## src/hdl/assert_macros.svh

```systemverilog
// Assertion helpers shared by the RTL. The bodies are empty for synthesis.
`ifndef ASSERT_MACROS_SVH
`define ASSERT_MACROS_SVH

`ifndef SYNTHESIS

// Checked on every rising edge once reset has been released
`define ASSERT_CLK(lbl, clk, rst_n, prop, msg) \
    lbl: assert property (@(posedge clk) disable iff (!rst_n) prop) else $error(msg);

// Checked on every rising edge, reset included
`define ASSERT_ALWAYS(lbl, clk, prop, msg) \
    lbl: assert property (@(posedge clk) prop) else $error(msg);

`else

`define ASSERT_CLK(lbl, clk, rst_n, prop, msg)
`define ASSERT_ALWAYS(lbl, clk, prop, msg)

`endif

`endif

```

## src/hdl/ckl_pkg.sv

```systemverilog
`timescale 1ns / 1ps
`default_nettype none

package ckl_pkg;

    // Lane geometry
    localparam int DEPTH   = 16;
    localparam int IDX_W   = (DEPTH > 1) ? $clog2(DEPTH) : 1;
    localparam int FILL_W  = $clog2(DEPTH + 1);
    localparam int KEY_W   = 56;
    localparam int COUNT_W = 8;
    localparam int OCC_W   = 5;

    localparam logic [COUNT_W-1:0] COUNT_MAX = '1;

    // Command kinds
    localparam logic KIND_ARRIVE = 1'b0;
    localparam logic KIND_DEPART = 1'b1;

    // Result status codes
    typedef enum logic [1:0] {
        ST_STORED    = 2'd0,
        ST_FULL      = 2'd1,
        ST_REMOVED   = 2'd2,
        ST_NOT_FOUND = 2'd3
    } status_t;

    typedef struct packed {
        logic             kind;
        logic [KEY_W-1:0] plate;
    } cmd_t;

    typedef struct packed {
        status_t            status;
        logic [COUNT_W-1:0] moved_count;
        logic [OCC_W-1:0]   occupancy;
    } result_t;

    // One lane entry as held in the RAM
    typedef struct packed {
        logic [KEY_W-1:0]   key;
        logic [COUNT_W-1:0] count;
    } entry_t;

    // Occupancy field keeps the low bits of the fill level
    function automatic logic [OCC_W-1:0] occ_of(input logic [FILL_W-1:0] f);
        logic [FILL_W+OCC_W-1:0] w;
        w = {{OCC_W{1'b0}}, f};
        return w[OCC_W-1:0];
    endfunction

endpackage

`default_nettype wire

```

## src/hdl/ckl_ram.sv

```systemverilog
`timescale 1ns / 1ps
`default_nettype none

// Simple dual-port RAM: one write port, one registered read port
module ckl_ram #(
    parameter int WIDTH = 64,
    parameter int DEPTH = 16,
    parameter int AW    = (DEPTH > 1) ? $clog2(DEPTH) : 1
) (
    input  wire logic             clk,
    input  wire logic             we,
    input  wire logic [AW-1:0]    waddr,
    input  wire logic [WIDTH-1:0] wdata,
    input  wire logic [AW-1:0]    raddr,
    output logic      [WIDTH-1:0] rdata
);

    logic [WIDTH-1:0] mem [DEPTH];

    always_ff @(posedge clk)
    begin
        if (we)
        begin
            mem[waddr] <= wdata;
        end
        rdata <= mem[raddr];
    end

endmodule

`default_nettype wire

```

## src/hdl/collapsing_keyed_lane.sv

```systemverilog
`timescale 1ns / 1ps
`default_nettype none
`include "assert_macros.svh"

// Collapsing keyed lane.
// Command channel: cmd is taken at a rising edge with start high and busy low.
// An arrive item appends cmd.plate at the tail with a zero move count; a
// depart item removes the lowest-index entry holding cmd.plate and closes the
// gap, each entry behind it moving one place forward and counting one move.
// Result channel: done is high for exactly one cycle with result valid.
// Timing: arrive, full-lane reject and a depart on an empty lane give their
// item in the cycle after acceptance and busy stays low, so these run one per
// cycle. Any other depart keeps busy high while it walks the lane and gives
// its item in the cycle after the last busy one: one entry per cycle, set by
// the single read port of the lane RAM feeding the key comparator during the
// search and the shift that follows it.
// Reset empties the lane (fill level zero) and clears done; RAM contents are
// left as they are. The receiver cannot stall: each item is shown once and
// must be taken in that cycle.
module collapsing_keyed_lane (
    input  wire logic             clk,
    input  wire logic             rst_n,
    input  wire logic             start,
    output logic                  busy,
    input  wire ckl_pkg::cmd_t    cmd,
    output logic                  done,
    output ckl_pkg::result_t      result
);

    import ckl_pkg::*;

    typedef enum logic [2:0] {
        S_IDLE   = 3'b001,
        S_SEARCH = 3'b010,
        S_SHIFT  = 3'b100
    } state_t;

    state_t             state_reg, state_next;
    logic [FILL_W-1:0]  fill_reg, fill_next;
    logic [IDX_W-1:0]   idx_reg, idx_next;
    logic [KEY_W-1:0]   key_reg, key_next;
    logic [COUNT_W-1:0] count_reg, count_next;
    result_t            result_reg, result_next;
    logic               done_reg, done_next;

    logic               ram_we;
    logic [IDX_W-1:0]   ram_waddr;
    entry_t             ram_wdata;
    logic [IDX_W-1:0]   ram_raddr;
    entry_t             ram_rdata;

    logic [FILL_W:0]    fill_ext;
    logic [FILL_W:0]    idx_p1;
    logic [FILL_W:0]    idx_p2;
    logic               key_hit;
    logic [COUNT_W-1:0] cnt_inc;
    logic [FILL_W-1:0]  fill_dec;
    logic [FILL_W-1:0]  fill_inc;

    ckl_ram #(
        .WIDTH ($bits(entry_t)),
        .DEPTH (DEPTH)
    ) u_ram (
        .clk   (clk),
        .we    (ram_we),
        .waddr (ram_waddr),
        .wdata (ram_wdata),
        .raddr (ram_raddr),
        .rdata (ram_rdata)
    );

    // Shared compare and count increment
    assign fill_ext = {1'b0, fill_reg};
    assign idx_p1   = (FILL_W + 1)'(idx_reg) + (FILL_W + 1)'(1);
    assign idx_p2   = (FILL_W + 1)'(idx_reg) + (FILL_W + 1)'(2);
    assign key_hit  = (ram_rdata.key == key_reg);
    assign cnt_inc  = (ram_rdata.count == COUNT_MAX) ? COUNT_MAX
                                                     : ram_rdata.count + COUNT_W'(1);
    assign fill_dec = fill_reg - FILL_W'(1);
    assign fill_inc = fill_reg + FILL_W'(1);

    // Sequencer
    always_comb
    begin
        state_next  = state_reg;
        fill_next   = fill_reg;
        idx_next    = idx_reg;
        key_next    = key_reg;
        count_next  = count_reg;
        result_next = result_reg;
        done_next   = 1'b0;
        ram_we      = 1'b0;
        ram_waddr   = idx_reg;
        ram_wdata   = '0;
        ram_raddr   = idx_reg;

        unique case (state_reg)
            S_IDLE:
            begin
                if (start)
                begin
                    key_next = cmd.plate;
                    if (cmd.kind == KIND_ARRIVE)
                    begin
                        done_next = 1'b1;
                        if (fill_ext == (FILL_W + 1)'(DEPTH))
                        begin
                            result_next = '{ST_FULL, '0, occ_of(fill_reg)};
                        end
                        else
                        begin
                            ram_we      = 1'b1;
                            ram_waddr   = IDX_W'(fill_reg);
                            ram_wdata   = '{cmd.plate, '0};
                            fill_next   = fill_inc;
                            result_next = '{ST_STORED, '0, occ_of(fill_inc)};
                        end
                    end
                    else if (fill_reg == '0)
                    begin
                        done_next   = 1'b1;
                        result_next = '{ST_NOT_FOUND, '0, occ_of(fill_reg)};
                    end
                    else
                    begin
                        ram_raddr  = '0;
                        idx_next   = '0;
                        state_next = S_SEARCH;
                    end
                end
            end

            // rd data holds the entry at idx_reg
            S_SEARCH:
            begin
                if (key_hit)
                begin
                    count_next = ram_rdata.count;
                    if (idx_p1 < fill_ext)
                    begin
                        ram_raddr  = IDX_W'(idx_p1);
                        state_next = S_SHIFT;
                    end
                    else
                    begin
                        fill_next   = fill_dec;
                        result_next = '{ST_REMOVED, ram_rdata.count, occ_of(fill_dec)};
                        done_next   = 1'b1;
                        state_next  = S_IDLE;
                    end
                end
                else if (idx_p1 == fill_ext)
                begin
                    result_next = '{ST_NOT_FOUND, '0, occ_of(fill_reg)};
                    done_next   = 1'b1;
                    state_next  = S_IDLE;
                end
                else
                begin
                    ram_raddr = IDX_W'(idx_p1);
                    idx_next  = IDX_W'(idx_p1);
                end
            end

            // rd data holds the entry behind idx_reg; move it forward
            S_SHIFT:
            begin
                ram_we    = 1'b1;
                ram_waddr = idx_reg;
                ram_wdata = '{ram_rdata.key, cnt_inc};
                if (idx_p2 < fill_ext)
                begin
                    ram_raddr = IDX_W'(idx_p2);
                    idx_next  = IDX_W'(idx_p1);
                end
                else
                begin
                    fill_next   = fill_dec;
                    result_next = '{ST_REMOVED, count_reg, occ_of(fill_dec)};
                    done_next   = 1'b1;
                    state_next  = S_IDLE;
                end
            end

            default:
            begin
                state_next = S_IDLE;
            end
        endcase
    end

    // Control state
    always_ff @(posedge clk or negedge rst_n)
    begin
        if (!rst_n)
        begin
            state_reg <= S_IDLE;
            fill_reg  <= '0;
            done_reg  <= 1'b0;
        end
        else
        begin
            state_reg <= state_next;
            fill_reg  <= fill_next;
            done_reg  <= done_next;
        end
    end

    // Payload
    always_ff @(posedge clk)
    begin
        idx_reg    <= idx_next;
        key_reg    <= key_next;
        count_reg  <= count_next;
        result_reg <= result_next;
    end

    assign busy   = (state_reg != S_IDLE);
    assign done   = done_reg;
    assign result = result_reg;

    // Checks
    `ASSERT_CLK(a_fill_bound, clk, rst_n, fill_ext <= (FILL_W + 1)'(DEPTH), "fill above depth")
    `ASSERT_CLK(a_idx_in_lane, clk, rst_n, busy |-> ((FILL_W + 1)'(idx_reg) < fill_ext), "index past tail")
    `ASSERT_CLK(a_remove_drops, clk, rst_n, (done && result.status == ST_REMOVED) |-> (fill_reg == FILL_W'($past(fill_reg) - FILL_W'(1))), "removal without fill drop")
    `ASSERT_CLK(a_count_zero, clk, rst_n, (done && result.status != ST_REMOVED) |-> (result.moved_count == '0), "count on non-removal")
    `ASSERT_CLK(a_depart_busy, clk, rst_n, (start && !busy && cmd.kind == KIND_DEPART && fill_reg != '0) |=> busy, "depart did not search")

endmodule

`default_nettype wire

```

## config.mk

```make
export PLATFORM = sky130hd
export DESIGN_NAME = collapsing_keyed_lane
export DESIGN_NICKNAME = d
export VERILOG_FILES = /design/src/hdl/ckl_pkg.sv /design/src/hdl/ckl_ram.sv /design/src/hdl/collapsing_keyed_lane.sv
export VERILOG_INCLUDE_DIRS = /design/src /design/src/hdl
export SDC_FILE = /design/constraint.sdc
export NUM_CORES = 2
export LEC_CHECK = 0
export BUFFER_PORTS_ARGS = -buffer_cell sky130_fd_sc_hd__buf_2
export CELL_PAD_IN_SITES_DETAIL_PLACEMENT = 1
export CELL_PAD_IN_SITES_GLOBAL_PLACEMENT = 2
export CORE_ASPECT_RATIO = 1.5
export CORE_MARGIN = 1.5
export CORE_UTILIZATION = 45
export DETAILED_ROUTE_END_ITERATION = 7
export PLACE_DENSITY = 0.8
export RECOVER_POWER = 100
export SETUP_SLACK_MARGIN = 0.4
export SLEW_MARGIN = 5
export SYNTH_ARGS = -nofsm -noshare
export SYNTH_HDL_FRONTEND = slang
export SYNTH_SLANG_ARGS = --single-unit
```

## constraint.sdc

```tcl
create_clock -name clk -period 17.78 [get_ports clk]
set_input_delay 2.667 -clock clk [delete_from_list [all_inputs] [get_ports clk]]
set_output_delay 2.667 -clock clk [all_outputs]
set_load 0.005 [all_outputs]
```

* Word level (Yosys, flattened, before mapping) *
Memories as Yosys holds them, arrays and structs flattened. A register that Yosys moved wholly into a read port is not among the register bits.
Index checks and enable logic that the tools add are counted.

cells by class
  multiplexer cells = 58
  add/sub/neg operators = 5
  eq/ne operators = 21
  magnitude comparators = 2
  reductions and logical operators = 8

operator list
  cell                                          count
  2-to-1 mux 64 bit                             3
  case mux 64 bit (2 select lines)              1
  2-to-1 mux 15 bit                             7
  == test 56 bit                                1
  2-to-1 mux 4 bit                              13
  case mux 15 bit (3 select lines)              1
  2-to-1 mux 5 bit                              6
  case mux 4 bit (3 select lines)               2
  2-to-1 mux 3 bit                              7
  inequality test 2 bit, second input constant  10
  case mux 5 bit (3 select lines)               1
  2-to-1 mux 14 bit                             1
  2-to-1 mux 1 bit                              12
  < comparator 5 bit                            2
  inequality test 3 bit, second input constant  3
  case mux 3 bit (3 select lines)               1
  adder 8 x 1 -> 8 bit, second input constant   1
  == test 8 bit, second input constant          1
  2-to-1 mux 8 bit                              1
  AND reduction 7 bit                           1
  AND reduction 6 bit                           1
  adder 4 x 1 -> 5 bit, second input constant   1
  adder 4 x 2 -> 5 bit, second input constant   1
  adder 5 x 1 -> 5 bit, second input constant   1
  other kinds (14)                              15

storage, ports and cells
  logic and storage cells = 104
  RAM bits = 1024
  flip-flop bits (word level) = 92
  memories kept = 1
  input port bits = 60
  output and inout bits = 17

memories
  memory     depth  width  read ports  clocked after memory_dff  wr ports  line           RTL
  u_ram.mem  16     64     1           1                         1         ckl_ram.sv:18  logic [WIDTH-1:0] mem [DEPTH];

* Longest topological paths before layout *
  word-level depth = 7
  gate-level depth with buffers = 16
  mapped depth without buffers = 13

* By module *
Synthesis repeated with hierarchy kept, for this count alone.

unflattened totals
  cells, all modules = 2098
  area total of the unflattened synthesis = 44864.3 um^2

by module, submodules not included
  module                 times used  seq. area each (um^2)  area each (um^2)  cells each
  ckl_ram                1           32030.7                39583.0           1647
  collapsing_keyed_lane  1           2718.9                 5281.3            451

* Least setup slack after synthesis *
No wires, ideal clock.

  path type = input-to-reg
  start = input start
  end = memory u_ram.mem[13][0] (enable)
  setup slack = 8.468 ns
  library setup time = 0.487 ns
  stages = 7
  required time = 17.293 ns
  data arrival time = 8.826 ns
  path buffers = 2
  cell sequence = inv_1 > nor2_1 > and2_1 > clkbuf_1 > clkbuf_1 > a32oi_1 > nor2_1

on the way
  longest elaborated chain between the ends = 4
  elaborated cells between the ends (all ways) = 6
  classes of those cells = 6 x mux

ends and longest elaborated chain
  item                                    line                          RTL
  start, declared                         collapsing_keyed_lane.sv:23   input wire logic start,
  2-to-1 mux 1 bit                        collapsing_keyed_lane.sv:100  if (start)
  case mux 1 bit (2 select lines)         collapsing_keyed_lane.sv:97   unique case (state_reg)
  2-to-1 mux 1 bit                        ckl_ram.sv:22                 if (we)
  2-to-1 mux 1 bit (not written as such)  ckl_ram.sv:24                 mem[waddr] <= wdata;
  end, declared                           ckl_ram.sv:18

Parallel ways exist; a longest one is shown, timed or not.

* Worst setup path in the final report *
  start = input start
  end = memory u_ram.mem[1][12] (enable)

The elaborated chain is that of the path after synthesis.

==> impl_metrics.tcl <==
set metrics [dict create \
    synth_edf_count 1107 \
    path_cells "buf_2 -> inv_1 -> nor2_1 -> and2_0 -> clkbuf_1 -> a32oi_1 -> nor2_1 -> clkbuf_1" \
    grt_pass1_vias 30700 \
    root_buffer "clkbuf_16" \
    rows 146 \
    postCtsResizedCells 0 \
    cts_sinks 1180 \
    final.setup.tns_ps 0 \
    grt_max_degree 214 \
    synth_seq_cells 1180 \
    relSlewSlack_pct -240 \
    dpl.hpwl_mm 75.3 \
    worst_setup_path_start_kind "primary input" \
    antennaDiodeCount 0 \
    period_needed_ps 12140 \
    avgRoutedWirePerCell_um 31.6 \
    avgViaCountPerCell 6.37 \
    pre_cts_ws_ps 10730 \
    final_cell_mix "edfxtp_1 (1107), nand2_1 (279), a221oi_1 (188)" \
    yosysUniqueCellTypes 62 \
    final_common_cell "edfxtp_1" \
    critical-path-slowest-cell "clkbuf_1" \
    pin_count 77 \
    grtUsageTotal_pct 25.8 \
    reg2reg_slack_ps 6260 \
    max_stage_delay_ps 2880 \
    rsz0062_at_grt "no" \
    ir_drop_uv 181 \
    io_buffers 76 \
    synth_ff_type "edfxtp_1" \
    drc 0 \
    start_util_pct 45.5 \
    dieArea_um2 109000 \
    synth.largest_area_cell "edfxtp_1" \
    drtIter0Drc 2666 \
    setup_violations 0 \
    synth_area_leaders "edfxtp_1 (69%), mux2i_1 (2.8%), a221oi_1 (2.7%)" \
    insertion_delay_ps 720 \
    crit_path_end_kind "flip-flop" \
    drt_wl_total_mm 142 \
    gp_congestion 0.842 \
    core_area_um2 106000 \
    max-clock-path-buffers 3 \
    nets 3074 \
    first_pass_iters 5 \
    hold_path.class "reg2reg" \
    clk_pin_slew_ps 70 \
    status "complete, but fails checks" \
    ys_seq_area_share_pct 72.0 \
    die_h_um 404 \
    cts_made_buffers 107 \
    cts_tree "built" \
    crit_fanout 51 \
    num_vias 28700 \
    postCtsSetupBuffers 0 \
    fin_skew_ps 26.8 \
    htree_levels 3 \
    synthToLayoutAreaGrowth_pct 9.92 \
    overflow 0 \
    maxCapViolations 29 \
    largest_reg_flops 1024 \
    reg2reg_from "state_reg[0]" \
    setup_ws_ps 5640 \
    crit_type "in2reg" \
    drive_gt1_share_pct 9.34 \
    ant_nets 0 \
    async_flop_share_pct 0.763 \
    cp.arrival_ps 12360 \
    yosys_warnings 0 \
    violations "capacitance limit, slew limit" \
    required_ps 18000 \
    netlist_area_um2 48200 \
    synth_nets 3091 \
    power_density_nw_per_um2 171 \
    grt_pass1_wl_mm 207 \
    avgSynthCellArea_um2 16.0 \
    antenna_found_initial 2 \
    crit_start "start" \
    min_delay_path_depth 0 \
    cts_hold_buf 0 \
    finalCritPeriodShare_pct 68.3 \
    syn-instance-count 3016 \
    die_x_um 270 \
    finalMaxSlewViolations 839 \
    hold_viol_final 0 \
    synth_top_cell_area_share_pct 68.9 \
    min-delay-start "u_ram.rdata[3]" \
    fmax_mhz 82.4 \
    tightest_slew_ps 5100 \
    p_leak_nw 18.0 \
    r2r_cells 8 \
]
cell usage after synthesis, types with 3 or more instances:
| library cell | count |
|---|---|
| nor3_1 | 9 |
| dfrtp_1 | 8 |
| and3_1 | 6 |
| clkbuf_1 | 172 |
| nand2_1 | 281 |
| a21o_1 | 6 |
| a21oi_1 | 21 |
| nor2_1 | 40 |
| inv_1 | 15 |
| o211a_1 | 127 |
| nand3_1 | 7 |
| and2_1 | 132 |
| o21ai_0 | 8 |
| ha_1 | 15 |
| a311o_1 | 127 |
| a221oi_2 | 43 |
| a31oi_1 | 11 |
| o21a_1 | 66 |
| o21ai_1 | 4 |
| dfxtp_1 | 64 |
| a211oi_1 | 65 |
| mux2i_1 | 137 |
| buf_2 | 46 |
| xnor2_1 | 70 |
| nand4_1 | 14 |
| nor4_2 | 3 |
| mux2_2 | 67 |
| edfxtp_1 | 1107 |
| buf_1 | 12 |
| a221oi_1 | 149 |
| a22o_1 | 66 |
| buf_4 | 19 |
| a2111oi_0 | 63 |
power breakdown:
group,total [mW],switching (mW),internal [mW]
sequential,3.51,0.178,3.34
clock,2.38,1.04,1.35
combinational,3.18,2.06,1.12
area by class of cell:
| type | instances | area [µm²] |
|---|---|---|
| Clock buffer | 147 | 2930 |
| Clock inverter | 56 | 659 |
| Fill cell | 10100 | 52900 |
| Inverter | 16 | 62.6 |
| Multi-Input combinational cell | 1570 | 12200 |
| Sequential cell | 1180 | 34700 |
| Tap cell | 1406 | 1760 |
| Timing Repair Buffer | 124 | 659 |
final timing paths:
| path | endpoint |
|---|---|
| worst max-delay path | u_ram.mem[1][12] |
| worst min-delay path | count_reg[3] |
| worst max register to register | u_ram.mem[1][12] |
| worst min register to register | count_reg[3] |
| max in group asynchronous | fill_reg[3] |
| min in group asynchronous | state_reg[2] |
critical path, delay by kind of cell:
kind / cells / cell delay (ps)
buffers and inverters: 4 / 5010
and+or+nand+nor: 3 / 3950
AOI/OAI and AO/OA: 1 / 570
routing by layer:
layer  wire length (µm)  up-vias  global-route usage (%)
met2              73600     1087                    46.1
met3               8500      254                    3.42
li1                   -    12100                       -
met5                  0        -                       0
met4               4470        0                    9.38
met1              55400    15200                    31.8
logic make-up after synthesis:
| group | Yosys count | synth area share (%) |
|---|---|---|
| DFF | 1180 | 72.0 |
| and+or+nand+nor | 505 | 4.93 |
| AOI/OAI and AO/OA | 773 | 14.6 |
| buffers and inverters | 266 | 2.34 |
| adders and majority gates | 15 | 0.389 |
| xor gates and xnor gates | 72 | 1.31 |
| muxes | 205 | 4.43 |
stage by stage:
step / std cells / cell area (µm²) / total power [mW] / hold WS, ps / util (%)
after global routing: 4499 / 53000 / 9.40 / 546 / 50.1
final: 4499 / 53000 / 9.07 / 534 / 50.1
after CTS: 4499 / 53600 / 9.20 / 535 / 50.6
after detailed placement: 4296 / 50000 / 6.82 / 533 / 47.2
after global placement: 4296 / 50000 / 6.69 / 533 / 47.2
after floorplan: 3016 / 48200 / 5.72 / 449 / -
No activity file was read; power rests on OpenSTA's default activity.
